[src/rtl/gpg_pkg.sv]
`timescale 1ns / 1ps
// Package: shared constants, payload types and controller/datapath signal groups.
package gpg_pkg;

  // Configuration port
  localparam int CFG_DATA_W = 32;
  localparam int CFG_ADDR_W = 4;

  // Field widths
  localparam int SIZE_W       = 7;
  localparam int COUNT_W      = 16;
  localparam int GEN_W        = 16;
  localparam int PKT_W        = 16;
  localparam int SLOT_FIELD_W = 6;

  // Remainder unit operand widths: generation index times base size
  localparam int DIVIDEND_W = GEN_W + SIZE_W;
  localparam int DIVISOR_W  = COUNT_W;

  // Parameter defaults
  localparam int DEF_MAX_GEN_SIZE      = 64;
  localparam int DEF_PACKET_INDEX_BITS = 16;

  // Scheme constants: rotation step and look-back offset of the extra slots
  localparam int ROT_STEP  = 7;
  localparam int GEN_BACK  = 7;

  // Register indexes
  typedef enum logic [1:0] {
    REG_BASE_SIZE,
    REG_GEN_SIZE,
    REG_NUM_PACKETS,
    REG_NUM_GENERATIONS
  } reg_idx_t;

  typedef struct packed {
    logic [SIZE_W-1:0]  base_size;
    logic [SIZE_W-1:0]  gen_size;
    logic [COUNT_W-1:0] num_packets;
    logic [COUNT_W-1:0] num_generations;
  } cfg_t;

  // Channel payloads
  typedef struct packed {
    logic [GEN_W-1:0] gen_index;
  } in_item_t;

  typedef struct packed {
    logic [PKT_W-1:0]        packet_index;
    logic [SLOT_FIELD_W-1:0] slot;
    logic                    last_slot;
  } out_item_t;

  // Operand selection of the shared remainder unit
  typedef enum logic [1:0] {
    DIV_ROT,
    DIV_BASE,
    DIV_WRAP,
    DIV_EXTRA
  } div_sel_t;

  typedef struct packed {
    logic     load_gen;
    logic     clr_slot;
    logic     div_start;
    div_sel_t div_sel;
    logic     cap_rot;
    logic     start_direct;
    logic     start_wrap;
    logic     start_fix;
    logic     cap_cand;
    logic     probe_next;
    logic     cap_result;
    logic     emit;
  } dp_cmd_t;

  typedef struct packed {
    logic cfg_zero;
    logic base_slot;
    logic gen_ge_back;
    logic div_done;
    logic hit;
    logic probe_last;
    logic last_slot;
    logic out_free;
  } dp_status_t;

endpackage

[src/rtl/gpg_stream_if.sv]
`timescale 1ns / 1ps
// Interface: valid/ready stream channel with a typed payload.
interface gpg_stream_if #(
  parameter type payload_t = logic
);

  logic     valid;
  logic     ready;
  payload_t data;

  modport source (output valid, output data, input ready);
  modport sink (input valid, input data, output ready);

endinterface

[src/rtl/gpg_cfg.sv]
`timescale 1ns / 1ps
// Configuration register file behind an APB-style port.
module gpg_cfg
  import gpg_pkg::*;
(
  input  logic                  clk,
  input  logic                  rst_n,
  input  logic                  psel,
  input  logic                  penable,
  input  logic                  pwrite,
  input  logic [CFG_ADDR_W-1:0] paddr,
  input  logic [CFG_DATA_W-1:0] pwdata,
  output logic [CFG_DATA_W-1:0] prdata,
  output logic                  pready,
  output cfg_t                  cfg
);

  cfg_t     cfg_r, cfg_nxt;
  reg_idx_t idx;
  logic     wr_en;

  assign idx    = reg_idx_t'(paddr[3:2]);
  assign wr_en  = psel && penable && pwrite;
  assign pready = 1'b1;
  assign cfg    = cfg_r;

  // Register write decode
  always_comb begin
    cfg_nxt = cfg_r;
    if (wr_en) begin
      case (idx)
        REG_BASE_SIZE:       cfg_nxt.base_size       = pwdata[SIZE_W-1:0];
        REG_GEN_SIZE:        cfg_nxt.gen_size        = pwdata[SIZE_W-1:0];
        REG_NUM_PACKETS:     cfg_nxt.num_packets     = pwdata[COUNT_W-1:0];
        REG_NUM_GENERATIONS: cfg_nxt.num_generations = pwdata[COUNT_W-1:0];
        default:             cfg_nxt = cfg_r;
      endcase
    end
  end

  // Read-back mux
  always_comb begin
    case (idx)
      REG_BASE_SIZE:       prdata = CFG_DATA_W'(cfg_r.base_size);
      REG_GEN_SIZE:        prdata = CFG_DATA_W'(cfg_r.gen_size);
      REG_NUM_PACKETS:     prdata = CFG_DATA_W'(cfg_r.num_packets);
      REG_NUM_GENERATIONS: prdata = CFG_DATA_W'(cfg_r.num_generations);
      default:             prdata = '0;
    endcase
  end

  always_ff @(posedge clk) begin
    if (!rst_n) begin
      cfg_r.base_size       <= SIZE_W'(1);
      cfg_r.gen_size        <= SIZE_W'(1);
      cfg_r.num_packets     <= COUNT_W'(1);
      cfg_r.num_generations <= COUNT_W'(1);
    end else begin
      cfg_r <= cfg_nxt;
    end
  end

endmodule

[src/rtl/gpg_div.sv]
`timescale 1ns / 1ps
// Restoring remainder unit: one dividend bit per cycle.
module gpg_div
  import gpg_pkg::*;
(
  input  logic                  clk,
  input  logic                  rst_n,
  input  logic                  start,
  input  logic [DIVIDEND_W-1:0] dividend,
  input  logic [DIVISOR_W-1:0]  divisor,
  output logic                  done,
  output logic [DIVISOR_W-1:0]  remainder
);

  localparam int CNT_W = $clog2(DIVIDEND_W + 1);

  logic [DIVIDEND_W-1:0] quo_r, quo_nxt;
  logic [DIVISOR_W-1:0]  rem_r, rem_nxt;
  logic [DIVISOR_W-1:0]  dsr_r, dsr_nxt;
  logic [CNT_W-1:0]      cnt_r, cnt_nxt;
  logic                  busy_r, busy_nxt;
  logic                  done_r, done_nxt;
  logic [DIVISOR_W:0]    trial;

  // Shift the next dividend bit into the partial remainder and subtract if it fits
  assign trial = {rem_r, quo_r[DIVIDEND_W-1]};

  always_comb begin
    quo_nxt  = quo_r;
    rem_nxt  = rem_r;
    dsr_nxt  = dsr_r;
    cnt_nxt  = cnt_r;
    busy_nxt = busy_r;
    done_nxt = 1'b0;
    if (start) begin
      quo_nxt  = dividend;
      rem_nxt  = '0;
      dsr_nxt  = divisor;
      cnt_nxt  = CNT_W'(DIVIDEND_W);
      busy_nxt = 1'b1;
    end else if (busy_r) begin
      quo_nxt = {quo_r[DIVIDEND_W-2:0], 1'b0};
      if (trial >= {1'b0, dsr_r}) begin
        rem_nxt = DIVISOR_W'(trial - {1'b0, dsr_r});
      end else begin
        rem_nxt = trial[DIVISOR_W-1:0];
      end
      cnt_nxt = cnt_r - CNT_W'(1);
      if (cnt_r == CNT_W'(1)) begin
        busy_nxt = 1'b0;
        done_nxt = 1'b1;
      end
    end
  end

  always_ff @(posedge clk) begin
    if (!rst_n) begin
      busy_r <= 1'b0;
      done_r <= 1'b0;
      cnt_r  <= '0;
    end else begin
      busy_r <= busy_nxt;
      done_r <= done_nxt;
      cnt_r  <= cnt_nxt;
    end
    quo_r <= quo_nxt;
    rem_r <= rem_nxt;
    dsr_r <= dsr_nxt;
  end

  assign done      = done_r;
  assign remainder = rem_r;

endmodule

[src/rtl/gpg_dp.sv]
`timescale 1ns / 1ps
// Datapath: candidate arithmetic, chosen-packet lanes, duplicate search and output register.
module gpg_dp
  import gpg_pkg::*;
#(
  parameter int MAX_GEN_SIZE      = DEF_MAX_GEN_SIZE,
  parameter int PACKET_INDEX_BITS = DEF_PACKET_INDEX_BITS
) (
  input  logic             clk,
  input  logic             rst_n,
  input  cfg_t             cfg,
  input  logic [GEN_W-1:0] gen_index,
  input  dp_cmd_t          cmd,
  output dp_status_t       status,
  output logic             out_valid,
  input  logic             out_ready,
  output out_item_t        out_item
);

  localparam int SLOT_W    = $clog2(MAX_GEN_SIZE);
  localparam int GRP_SIZE  = 8;
  localparam int NGRP      = (MAX_GEN_SIZE + GRP_SIZE - 1) / GRP_SIZE;
  localparam int BACK_W    = SIZE_W + 1;
  localparam int GEN7_W    = GEN_W + 3;
  localparam int MASK_BITS = (PACKET_INDEX_BITS < PKT_W) ? PACKET_INDEX_BITS : PKT_W;
  localparam logic [PKT_W-1:0] PKT_MASK = {PKT_W{1'b1}} >> (PKT_W - MASK_BITS);

  // Request and per-slot registers
  logic [GEN_W-1:0]      gen_r, gen_nxt;
  logic [DIVIDEND_W-1:0] prod_gen_r, prod_start_r;
  logic [GEN_W-1:0]      start_r, start_nxt;
  logic [SIZE_W-1:0]     rot_r, rot_nxt;
  logic [PKT_W-1:0]      cand_r, cand_nxt;
  logic [PKT_W-1:0]      probe_r, probe_nxt;
  logic [PKT_W-1:0]      res_r, res_nxt;
  logic [SLOT_W-1:0]     j_r, j_nxt;
  logic [SLOT_W-1:0]     t_r, t_nxt;
  logic [PKT_W-1:0]      chosen_r [MAX_GEN_SIZE];
  logic [NGRP-1:0]       grp_r, grp_nxt;
  out_item_t             out_r, out_nxt;
  logic                  ovalid_r, ovalid_nxt;

  // Derived values
  logic [SIZE_W-1:0]          g_eff;
  logic [SIZE_W-1:0]          nbase;
  logic [SIZE_W-1:0]          j_ext;
  logic [BACK_W-1:0]          back;
  logic [BACK_W-1:0]          wrap_diff;
  logic [SIZE_W-1:0]          jb;
  logic [BACK_W-1:0]          rsum;
  logic [BACK_W-1:0]          rt;
  logic [GEN7_W-1:0]          gen7;
  logic [PKT_W:0]             probe_inc;
  logic [NGRP*GRP_SIZE-1:0]   match;
  logic                       last;

  // Remainder unit connections
  logic [DIVIDEND_W-1:0] div_dividend;
  logic [DIVISOR_W-1:0]  div_divisor;
  logic                  div_done;
  logic [DIVISOR_W-1:0]  div_rem;

  // Slot count capped at the lane count; base slots capped at the slot count
  assign g_eff = (cfg.gen_size > SIZE_W'(MAX_GEN_SIZE)) ? SIZE_W'(MAX_GEN_SIZE) : cfg.gen_size;
  assign nbase = (cfg.base_size < g_eff) ? cfg.base_size : g_eff;
  assign j_ext = SIZE_W'(j_r);

  // Look-back distance of an extra slot and the wrapped shortfall when it passes zero
  assign back      = BACK_W'(j_ext) + BACK_W'(GEN_BACK) - BACK_W'(cfg.base_size);
  assign wrap_diff = back - gen_r[BACK_W-1:0];

  // Rotated offset within the generation; both terms lie below the slot count
  assign jb   = j_ext - cfg.base_size;
  assign rsum = BACK_W'(jb) + BACK_W'(rot_r);
  assign rt   = (rsum >= BACK_W'(g_eff)) ? rsum - BACK_W'(g_eff) : rsum;

  assign gen7      = GEN7_W'(gen_r) * GEN7_W'(ROT_STEP);
  assign probe_inc = {1'b0, probe_r} + (PKT_W + 1)'(1);
  assign last      = ((BACK_W'(j_ext) + BACK_W'(1)) == BACK_W'(g_eff));

  // Operand selection for the shared remainder unit
  always_comb begin
    case (cmd.div_sel)
      DIV_ROT: begin
        div_dividend = DIVIDEND_W'(gen7);
        div_divisor  = DIVISOR_W'(g_eff);
      end
      DIV_BASE: begin
        div_dividend = prod_gen_r + DIVIDEND_W'(j_r);
        div_divisor  = cfg.num_packets;
      end
      DIV_WRAP: begin
        div_dividend = DIVIDEND_W'(wrap_diff);
        div_divisor  = cfg.num_generations;
      end
      DIV_EXTRA: begin
        div_dividend = prod_start_r + DIVIDEND_W'(rt);
        div_divisor  = cfg.num_packets;
      end
      default: begin
        div_dividend = '0;
        div_divisor  = cfg.num_packets;
      end
    endcase
  end

  gpg_div u_div (
    .clk       (clk),
    .rst_n     (rst_n),
    .start     (cmd.div_start),
    .dividend  (div_dividend),
    .divisor   (div_divisor),
    .done      (div_done),
    .remainder (div_rem)
  );

  // Compare the probe against every lane already filled in this generation
  always_comb begin
    match = '0;
    for (int k = 0; k < MAX_GEN_SIZE; k++) begin
      match[k] = (SLOT_W'(k) < j_r) && (chosen_r[k] == probe_r);
    end
  end

  // First level of the registered OR tree
  always_comb begin
    for (int n = 0; n < NGRP; n++) begin
      grp_nxt[n] = |match[n*GRP_SIZE +: GRP_SIZE];
    end
  end

  // Register updates under controller command
  always_comb begin
    gen_nxt    = gen_r;
    start_nxt  = start_r;
    rot_nxt    = rot_r;
    cand_nxt   = cand_r;
    probe_nxt  = probe_r;
    res_nxt    = res_r;
    j_nxt      = j_r;
    t_nxt      = t_r;
    out_nxt    = out_r;
    ovalid_nxt = ovalid_r && !out_ready;

    if (cmd.load_gen) begin
      gen_nxt = gen_index;
    end
    if (cmd.clr_slot) begin
      j_nxt = '0;
    end
    if (cmd.cap_rot) begin
      rot_nxt = SIZE_W'(div_rem);
    end
    if (cmd.start_direct) begin
      start_nxt = gen_r - GEN_W'(back);
    end
    if (cmd.start_wrap) begin
      start_nxt = (div_rem == '0) ? '0 : cfg.num_generations - div_rem;
    end
    // The earlier generation never coincides with the requested one
    if (cmd.start_fix && (start_r == gen_r)) begin
      start_nxt = start_r + GEN_W'(1);
    end
    if (cmd.cap_cand) begin
      cand_nxt  = div_rem;
      probe_nxt = div_rem;
      t_nxt     = '0;
    end
    if (cmd.probe_next) begin
      probe_nxt = (probe_inc == {1'b0, cfg.num_packets}) ? '0 : probe_inc[PKT_W-1:0];
      t_nxt     = t_r + SLOT_W'(1);
    end
    // With no free packet left the unstepped candidate is reused
    if (cmd.cap_result) begin
      res_nxt = (|grp_r) ? cand_r : probe_r;
    end
    if (cmd.emit) begin
      out_nxt.packet_index = res_r & PKT_MASK;
      out_nxt.slot         = SLOT_FIELD_W'(j_r);
      out_nxt.last_slot    = last;
      ovalid_nxt           = 1'b1;
      j_nxt                = j_r + SLOT_W'(1);
    end
  end

  always_ff @(posedge clk) begin
    if (!rst_n) begin
      ovalid_r <= 1'b0;
      j_r      <= '0;
      t_r      <= '0;
    end else begin
      ovalid_r <= ovalid_nxt;
      j_r      <= j_nxt;
      t_r      <= t_nxt;
    end
    gen_r        <= gen_nxt;
    prod_gen_r   <= DIVIDEND_W'(gen_r) * DIVIDEND_W'(cfg.base_size);
    prod_start_r <= DIVIDEND_W'(start_r) * DIVIDEND_W'(cfg.base_size);
    start_r      <= start_nxt;
    rot_r        <= rot_nxt;
    cand_r       <= cand_nxt;
    probe_r      <= probe_nxt;
    res_r        <= res_nxt;
    grp_r        <= grp_nxt;
    out_r        <= out_nxt;
    if (cmd.emit) begin
      chosen_r[j_r] <= res_r;
    end
  end

  // Status back to the controller
  assign status.cfg_zero    = (cfg.gen_size == '0) || (cfg.num_packets == '0) ||
                              (cfg.num_generations == '0);
  assign status.base_slot   = (j_ext < nbase);
  assign status.gen_ge_back = (gen_r >= GEN_W'(back));
  assign status.div_done    = div_done;
  assign status.hit         = |grp_r;
  assign status.probe_last  = (t_r == j_r);
  assign status.last_slot   = last;
  assign status.out_free    = !ovalid_r || out_ready;

  assign out_valid = ovalid_r;
  assign out_item  = out_r;

endmodule

[src/rtl/gpg_ctrl.sv]
`timescale 1ns / 1ps
// Controller: sequences the per-slot steps of one generation request.
module gpg_ctrl
  import gpg_pkg::*;
(
  input  logic       clk,
  input  logic       rst_n,
  input  logic       in_valid,
  output logic       in_ready,
  input  dp_status_t status,
  output dp_cmd_t    cmd
);

  typedef enum logic [3:0] {
    S_IDLE,
    S_CHECK,
    S_ROT_WAIT,
    S_SLOT,
    S_WRAP_WAIT,
    S_FIX,
    S_MUL,
    S_XDIV,
    S_CAND_WAIT,
    S_PROBE,
    S_PROBE_CHK,
    S_EMIT
  } state_t;

  state_t state_r, state_nxt;
  logic   in_ready_r, in_ready_nxt;

  // Next state and commands
  always_comb begin
    state_nxt    = state_r;
    in_ready_nxt = in_ready_r;
    cmd          = '0;
    cmd.div_sel  = DIV_ROT;
    case (state_r)
      S_IDLE: begin
        if (in_valid && in_ready_r) begin
          cmd.load_gen = 1'b1;
          in_ready_nxt = 1'b0;
          state_nxt    = S_CHECK;
        end
      end
      S_CHECK: begin
        cmd.clr_slot = 1'b1;
        if (status.cfg_zero) begin
          in_ready_nxt = 1'b1;
          state_nxt    = S_IDLE;
        end else begin
          cmd.div_start = 1'b1;
          cmd.div_sel   = DIV_ROT;
          state_nxt     = S_ROT_WAIT;
        end
      end
      S_ROT_WAIT: begin
        if (status.div_done) begin
          cmd.cap_rot = 1'b1;
          state_nxt   = S_SLOT;
        end
      end
      S_SLOT: begin
        if (status.base_slot) begin
          cmd.div_start = 1'b1;
          cmd.div_sel   = DIV_BASE;
          state_nxt     = S_CAND_WAIT;
        end else if (status.gen_ge_back) begin
          cmd.start_direct = 1'b1;
          state_nxt        = S_FIX;
        end else begin
          cmd.div_start = 1'b1;
          cmd.div_sel   = DIV_WRAP;
          state_nxt     = S_WRAP_WAIT;
        end
      end
      S_WRAP_WAIT: begin
        if (status.div_done) begin
          cmd.start_wrap = 1'b1;
          state_nxt      = S_FIX;
        end
      end
      S_FIX: begin
        cmd.start_fix = 1'b1;
        state_nxt     = S_MUL;
      end
      S_MUL: begin
        state_nxt = S_XDIV;
      end
      S_XDIV: begin
        cmd.div_start = 1'b1;
        cmd.div_sel   = DIV_EXTRA;
        state_nxt     = S_CAND_WAIT;
      end
      S_CAND_WAIT: begin
        if (status.div_done) begin
          cmd.cap_cand = 1'b1;
          state_nxt    = S_PROBE;
        end
      end
      S_PROBE: begin
        state_nxt = S_PROBE_CHK;
      end
      S_PROBE_CHK: begin
        if (!status.hit || status.probe_last) begin
          cmd.cap_result = 1'b1;
          state_nxt      = S_EMIT;
        end else begin
          cmd.probe_next = 1'b1;
          state_nxt      = S_PROBE;
        end
      end
      S_EMIT: begin
        if (status.out_free) begin
          cmd.emit = 1'b1;
          if (status.last_slot) begin
            in_ready_nxt = 1'b1;
            state_nxt    = S_IDLE;
          end else begin
            state_nxt = S_SLOT;
          end
        end
      end
      default: begin
        in_ready_nxt = 1'b1;
        state_nxt    = S_IDLE;
      end
    endcase
  end

  always_ff @(posedge clk) begin
    if (!rst_n) begin
      state_r    <= S_IDLE;
      in_ready_r <= 1'b1;
    end else begin
      state_r    <= state_nxt;
      in_ready_r <= in_ready_nxt;
    end
  end

  assign in_ready = in_ready_r;

endmodule

[src/rtl/generation_packet_grouper.sv]
`timescale 1ns / 1ps
// Top level: generation packet grouper with configuration registers.
//
// For each accepted generation index the block returns one transfer per slot of the
// generation, slot 0 first, carrying the packet index placed there and a flag on the final
// slot. Registers sit at byte addresses 0x0 (base_size), 0x4 (gen_size), 0x8 (num_packets)
// and 0xC (num_generations) and may only be written while no request is in progress. One
// request is handled at a time: the rotation is computed first, then each slot in turn, where an
// extra slot first works out the earlier generation it borrows from and every packet already
// chosen that has to be stepped over adds a probe step. Each value is worked out by the shared
// remainder unit, which resolves one of its 23 dividend bits per cycle. The next request is
// accepted as soon as the final result of the current one has been placed in the output
// register. If gen_size, num_packets or num_generations is zero, a request produces no
// results.
module generation_packet_grouper
  import gpg_pkg::*;
#(
  parameter int MAX_GEN_SIZE      = DEF_MAX_GEN_SIZE,
  parameter int PACKET_INDEX_BITS = DEF_PACKET_INDEX_BITS
) (
  input  logic                  clk,
  input  logic                  rst_n,
  gpg_stream_if.sink            in_ch,
  gpg_stream_if.source          out_ch,
  input  logic                  psel,
  input  logic                  penable,
  input  logic                  pwrite,
  input  logic [CFG_ADDR_W-1:0] paddr,
  input  logic [CFG_DATA_W-1:0] pwdata,
  output logic [CFG_DATA_W-1:0] prdata,
  output logic                  pready
);

  cfg_t       cfg;
  dp_cmd_t    cmd;
  dp_status_t status;
  logic       in_ready;
  logic       out_valid;
  out_item_t  out_item;

  gpg_cfg u_cfg (
    .clk     (clk),
    .rst_n   (rst_n),
    .psel    (psel),
    .penable (penable),
    .pwrite  (pwrite),
    .paddr   (paddr),
    .pwdata  (pwdata),
    .prdata  (prdata),
    .pready  (pready),
    .cfg     (cfg)
  );

  gpg_ctrl u_ctrl (
    .clk      (clk),
    .rst_n    (rst_n),
    .in_valid (in_ch.valid),
    .in_ready (in_ready),
    .status   (status),
    .cmd      (cmd)
  );

  gpg_dp #(
    .MAX_GEN_SIZE      (MAX_GEN_SIZE),
    .PACKET_INDEX_BITS (PACKET_INDEX_BITS)
  ) u_dp (
    .clk       (clk),
    .rst_n     (rst_n),
    .cfg       (cfg),
    .gen_index (in_ch.data.gen_index),
    .cmd       (cmd),
    .status    (status),
    .out_valid (out_valid),
    .out_ready (out_ch.ready),
    .out_item  (out_item)
  );

  assign in_ch.ready  = in_ready;
  assign out_ch.valid = out_valid;
  assign out_ch.data  = out_item;

endmodule

[src/flat_wrapper.sv]
// flat-port wrapper written by rule: the top's interface ports become plain ports
module generation_packet_grouper_flat import gpg_pkg::*;
#(
  parameter int MAX_GEN_SIZE      = DEF_MAX_GEN_SIZE,
  parameter int PACKET_INDEX_BITS = DEF_PACKET_INDEX_BITS
)
  (clk, rst_n, psel, penable, pwrite, paddr, pwdata, prdata, pready, in_ch_valid, in_ch_data, in_ch_ready, out_ch_valid, out_ch_data, out_ch_ready);
  gpg_stream_if #(.payload_t(in_item_t)) in_ch_i ();
  gpg_stream_if #(.payload_t(out_item_t)) out_ch_i ();
  input  logic clk;
  input  logic rst_n;
  input  logic psel;
  input  logic penable;
  input  logic pwrite;
  input  logic [CFG_ADDR_W-1:0] paddr;
  input  logic [CFG_DATA_W-1:0] pwdata;
  output logic [CFG_DATA_W-1:0] prdata;
  output logic pready;
  input wire logic [$bits(in_ch_i.valid)-1:0] in_ch_valid;
  input wire logic [$bits(in_ch_i.data)-1:0] in_ch_data;
  output wire logic [$bits(in_ch_i.ready)-1:0] in_ch_ready;
  output wire logic [$bits(out_ch_i.valid)-1:0] out_ch_valid;
  output wire logic [$bits(out_ch_i.data)-1:0] out_ch_data;
  input wire logic [$bits(out_ch_i.ready)-1:0] out_ch_ready;
  assign in_ch_i.valid = in_ch_valid;
  assign in_ch_i.data = in_ch_data;
  assign in_ch_ready = in_ch_i.ready;
  assign out_ch_valid = out_ch_i.valid;
  assign out_ch_data = out_ch_i.data;
  assign out_ch_i.ready = out_ch_ready;
  generation_packet_grouper #(.MAX_GEN_SIZE(MAX_GEN_SIZE), .PACKET_INDEX_BITS(PACKET_INDEX_BITS)) u_core (.clk(clk), .rst_n(rst_n), .in_ch(in_ch_i), .out_ch(out_ch_i), .psel(psel), .penable(penable), .pwrite(pwrite), .paddr(paddr), .pwdata(pwdata), .prdata(prdata), .pready(pready));
endmodule
[config.mk]
export PLATFORM = sky130hd
export DESIGN_NAME = generation_packet_grouper_flat
export DESIGN_NICKNAME = d
export VERILOG_FILES = /design/src/rtl/gpg_pkg.sv /design/src/rtl/gpg_stream_if.sv /design/src/rtl/gpg_cfg.sv /design/src/rtl/gpg_div.sv /design/src/rtl/gpg_dp.sv /design/src/rtl/gpg_ctrl.sv /design/src/rtl/generation_packet_grouper.sv /design/src/flat_wrapper.sv
export SDC_FILE = /design/constraint.sdc
export NUM_CORES = 2
export LEC_CHECK = 0
export BUFFER_PORTS_ARGS = -buffer_cell sky130_fd_sc_hd__buf_2
export CORE_MARGIN = 5
export CORE_UTILIZATION = 37
export DETAILED_ROUTE_END_ITERATION = 6
export PLACE_DENSITY = 0.54
export SYNTH_ARGS = -nofsm -noshare
export SYNTH_HDL_FRONTEND = slang
export SYNTH_SLANG_ARGS = --single-unit
[constraint.sdc]
create_clock -name clk -period 7.8 [get_ports clk]
set_input_delay 1.17 -clock clk [delete_from_list [all_inputs] [get_ports clk]]
set_output_delay 1.17 -clock clk [all_outputs]
set_load 0.02 [all_outputs]
==> impl_metrics.tcl <==
set metrics [dict create \
    port_buffers 81 \
    fin_crit_sh_pct 93.92 \
    hp-class "reg2reg" \
    synth_sequential_area_ratio_pct 55.37 \
    drive_above_1_share_pct 8.586 \
    synth_ff_type "edfxtp_1" \
    post_cts_resized 0 \
    r2r-start "u_core.u_dp.j_r[0]" \
    setup_viol 0 \
    worstRegToRegCells 27 \
    min_to "u_core.u_dp.t_r[5]" \
    gp_congestion 0.8756 \
    wl_met1_um 91710 \
    die_h_um 438.2 \
    grt_setup_unrepaired "false" \
    top_layer_used "met5" \
    avgViaCountPerCell 5.405 \
    hpwl_um 117100 \
    cts.sinks 1298 \
    clk_pin_slew_worst_paths_ps 60 \
    postCtsSetupBuffers 0 \
    ios 117 \
    area_delta_synth_final_pct 12.17 \
    vias 43440 \
    clockBufferDepth 3 \
    synth_cells 5409 \
    hp-start "u_core.u_dp.t_r[5]" \
    ys_ff_latch 1298 \
    rows 157 \
    synth_cell_types 87 \
    grtUsageTotal_pct 21.02 \
    antenna_found_initial 5 \
    seqCellArea_sq_um 37570 \
    p_leak_uw 0.02690 \
    cp.arrival_ps 7830 \
    cp_max_fo 8 \
    die_width_um 438.2 \
    ant_nets 0 \
    ctsHoldBuffers 0 \
    start_kind "flop" \
    tritoncts "built" \
    synth_area_per_cell_sq_um 12.54 \
    nets 5973 \
    outcome "complete, no violations" \
    grt_pass1_vias 43110 \
    cp.required_ps 8300 \
    grt_remaining_overflow 0 \
    start_util_pct 37.14 \
    hold_path_depth 1 \
    yosysMostFrequentCell "edfxtp_1" \
    tightest_slew_ps 1335 \
    cp_slowest_cell "a211oi_2" \
    hold_viol_final 0 \
    async_flop_share_pct 0 \
    cap_violations 0 \
    drt_wl_total_um 205600 \
    multiInputGateArea_sq_um 28130 \
    grt_start_max_net_pins 72 \
    htreeDepth 4 \
    drt_pass1_iterations 5 \
    period_needed_ps 7326 \
    endpoint_kind "flop" \
    r2r_end "u_core.u_dp.u_div.quo_r[22]" \
    mappedNetlistArea_sq_um 67850 \
    cpMostUsedCell "o21ai_0" \
    hold_slack_ps 495.5 \
    cts_buffers 146 \
    dieArea_sq_um 192000 \
    wl_met3_um 12490 \
    report.final.slew_viol_count 0 \
    fmaxAchievable_ghz 0.1365 \
    clk_latency_ps 800 \
    core_sq_um 182700 \
    synth_top_area_share_pct 51.21 \
    drc 0 \
    drt_iter0_markers 3934 \
    grt_pass1_wl_um 298200 \
    path_buf_inv 4 \
    synth_area_leaders "edfxtp_1, xor2_1, xnor2_1, fa_1, dfxtp_1" \
    crit_path_max_incr_delay_ps 620 \
    wl_met2_um 96640 \
    cts_root_buf "clkbuf_16" \
    fillCellCount 17100 \
    r2r_slack_ps 470 \
    synth_area_leader_cell "edfxtp_1" \
    power_density_nw_per_um2 233.6 \
    routedWlPerCell_um 25.58 \
    synth-edff-count 1157 \
    max-vdd-ir-drop_v 0.0001711 \
    timing_worst_setup_path_type "reg2reg" \
    max-slew-margin-rel_pct 10.65 \
    path_delay_family "compound AO/OA/AOI/OAI gates" \
    yosys_warnings 0 \
    synth_common_cells "edfxtp_1, xor2_1, xnor2_1, nand2_1, nor2_1" \
    fin_skew_ps 62.32 \
    tns_ps 0 \
]
## flip-flops by register name, indices dropped and copies added (netlist names), 23 cells and up
name,count
u_core.u_dp.u_div.quo_r,23
u_core.u_dp.prod_gen_r,23
u_core.u_dp.prod_start_r,23
u_core.u_dp.out_item,23
u_core.u_cfg.cfg,46
u_core.u_dp.chosen_r,1008
## placed cells by master, fill, tap and decap left out, types with 18 or more instances in the layout
cell       synthesis  layout
clkbuf_16          0     147
a31oi_1           27      27
mux2_2            22      22
and2_1            40      40
buf_2            111      81
o22ai_1           24      24
a22oi_1           23      23
nor3_1            68      67
o21bai_1          21      21
a21o_1            35      35
mux2i_1           42      42
nand4_1          147     147
inv_1            253     253
o21a_1            18      18
nand2_1          366     366
nor2_1           259     258
ha_1             215     215
a21boi_0          45      45
o211ai_1          26      26
and3_1            40      40
a21oi_1          138     138
or3_1             19      19
clkinv_1           4      21
a211oi_1          36      36
buf_4             19     132
clkbuf_1         111      46
fa_1             167     167
nor2b_1           53      53
o21ai_0           89      89
nor4_1           179     179
xor2_1           619     619
edfxtp_1        1157    1157
dfxtp_1          141     140
nand3_1          105     105
xnor2_1          603     603
## cells by family (layout without fill, tap and decap cells)
logic type | after synthesis | after routing | share of synthesized area (%)
buffers and inverters | 528 | 753 | 3.268
AO/OA/AOI/OAI | 574 | 574 | 5.641
AND/OR/NAND/NOR | 1328 | 1328 | 9.716
multiplexers | 71 | 71 | 1.217
other | 2 | 20 | 0.01107
adder cells (fa/ha/maj) | 383 | 383 | 8.907
XOR/XNOR | 1225 | 1225 | 15.87
flip-flops | 1298 | 1298 | 55.37
## layout make-up
type                       instances  share of cell area (%)
sequential                      1298                   49.36
inverter                         260                   1.286
clock buffer                     205                   5.277
clock inverter                    60                  0.9503
timing repair buffer             228                   2.229
tap                             2385                   3.921
antenna                            3                0.009864
multi-input combinational       3598                   36.96
## layer usage
metal | GRT usage, % | up-vias
met5 | 0 | -
met4 | 5.249 | 6
met3 | 3.308 | 262
met2 | 34.00 | 1315
met1 | 29.64 | 22440
li1 | - | 19420
## power breakdown
| group | switching [uW] | internal, uW | total [uW] |
|---|---|---|---|
| logic | 1680 | 1130 | 2800 |
| clock network | 2920 | 3870 | 6790 |
| registers | 376 | 7810 | 8180 |
| total | 4980 | 12800 | 17800 |
## through the flow
stage / util, % / cells / setup WS, ps / total power (uW) / cell area [sq um]
finish: 41.66 / 8037 / 474.1 / 17780 / 76100
global route: 41.66 / 8035 / 68.12 / 18520 / 76100
CTS: 41.65 / 8034 / 619.7 / 17900 / 76100
detailed placement: 39.06 / 7769 / 656.5 / 11090 / 71360
global placement: 39.06 / 7769 / 712.0 / 11070 / 71360
floorplan: - / 5424 / 1456 / 10220 / 67910
## how the worst max path moves through the flow
stage | from | endpoint | slack (ps) | depth (start not counted)
2_1_floorplan | u_core.u_dp.j_r[0] | u_core.u_dp.u_div.quo_r[17] | 1460 | 26
3_3_place_gp | u_core.u_dp.j_r[0] | u_core.u_dp.u_div.quo_r[17] | 710 | 25
3_5_place_dp | u_core.u_dp.j_r[0] | u_core.u_dp.u_div.quo_r[22] | 660 | 27
4_1_cts | u_core.u_dp.j_r[0] | u_core.u_dp.u_div.quo_r[22] | 620 | 27
5_1_grt | u_core.u_dp.j_r[0] | u_core.u_dp.u_div.quo_r[18] | 70 | 27
6_report | u_core.u_dp.j_r[0] | u_core.u_dp.u_div.quo_r[22] | 470 | 27
No activity file was read; power rests on OpenSTA's default activity.
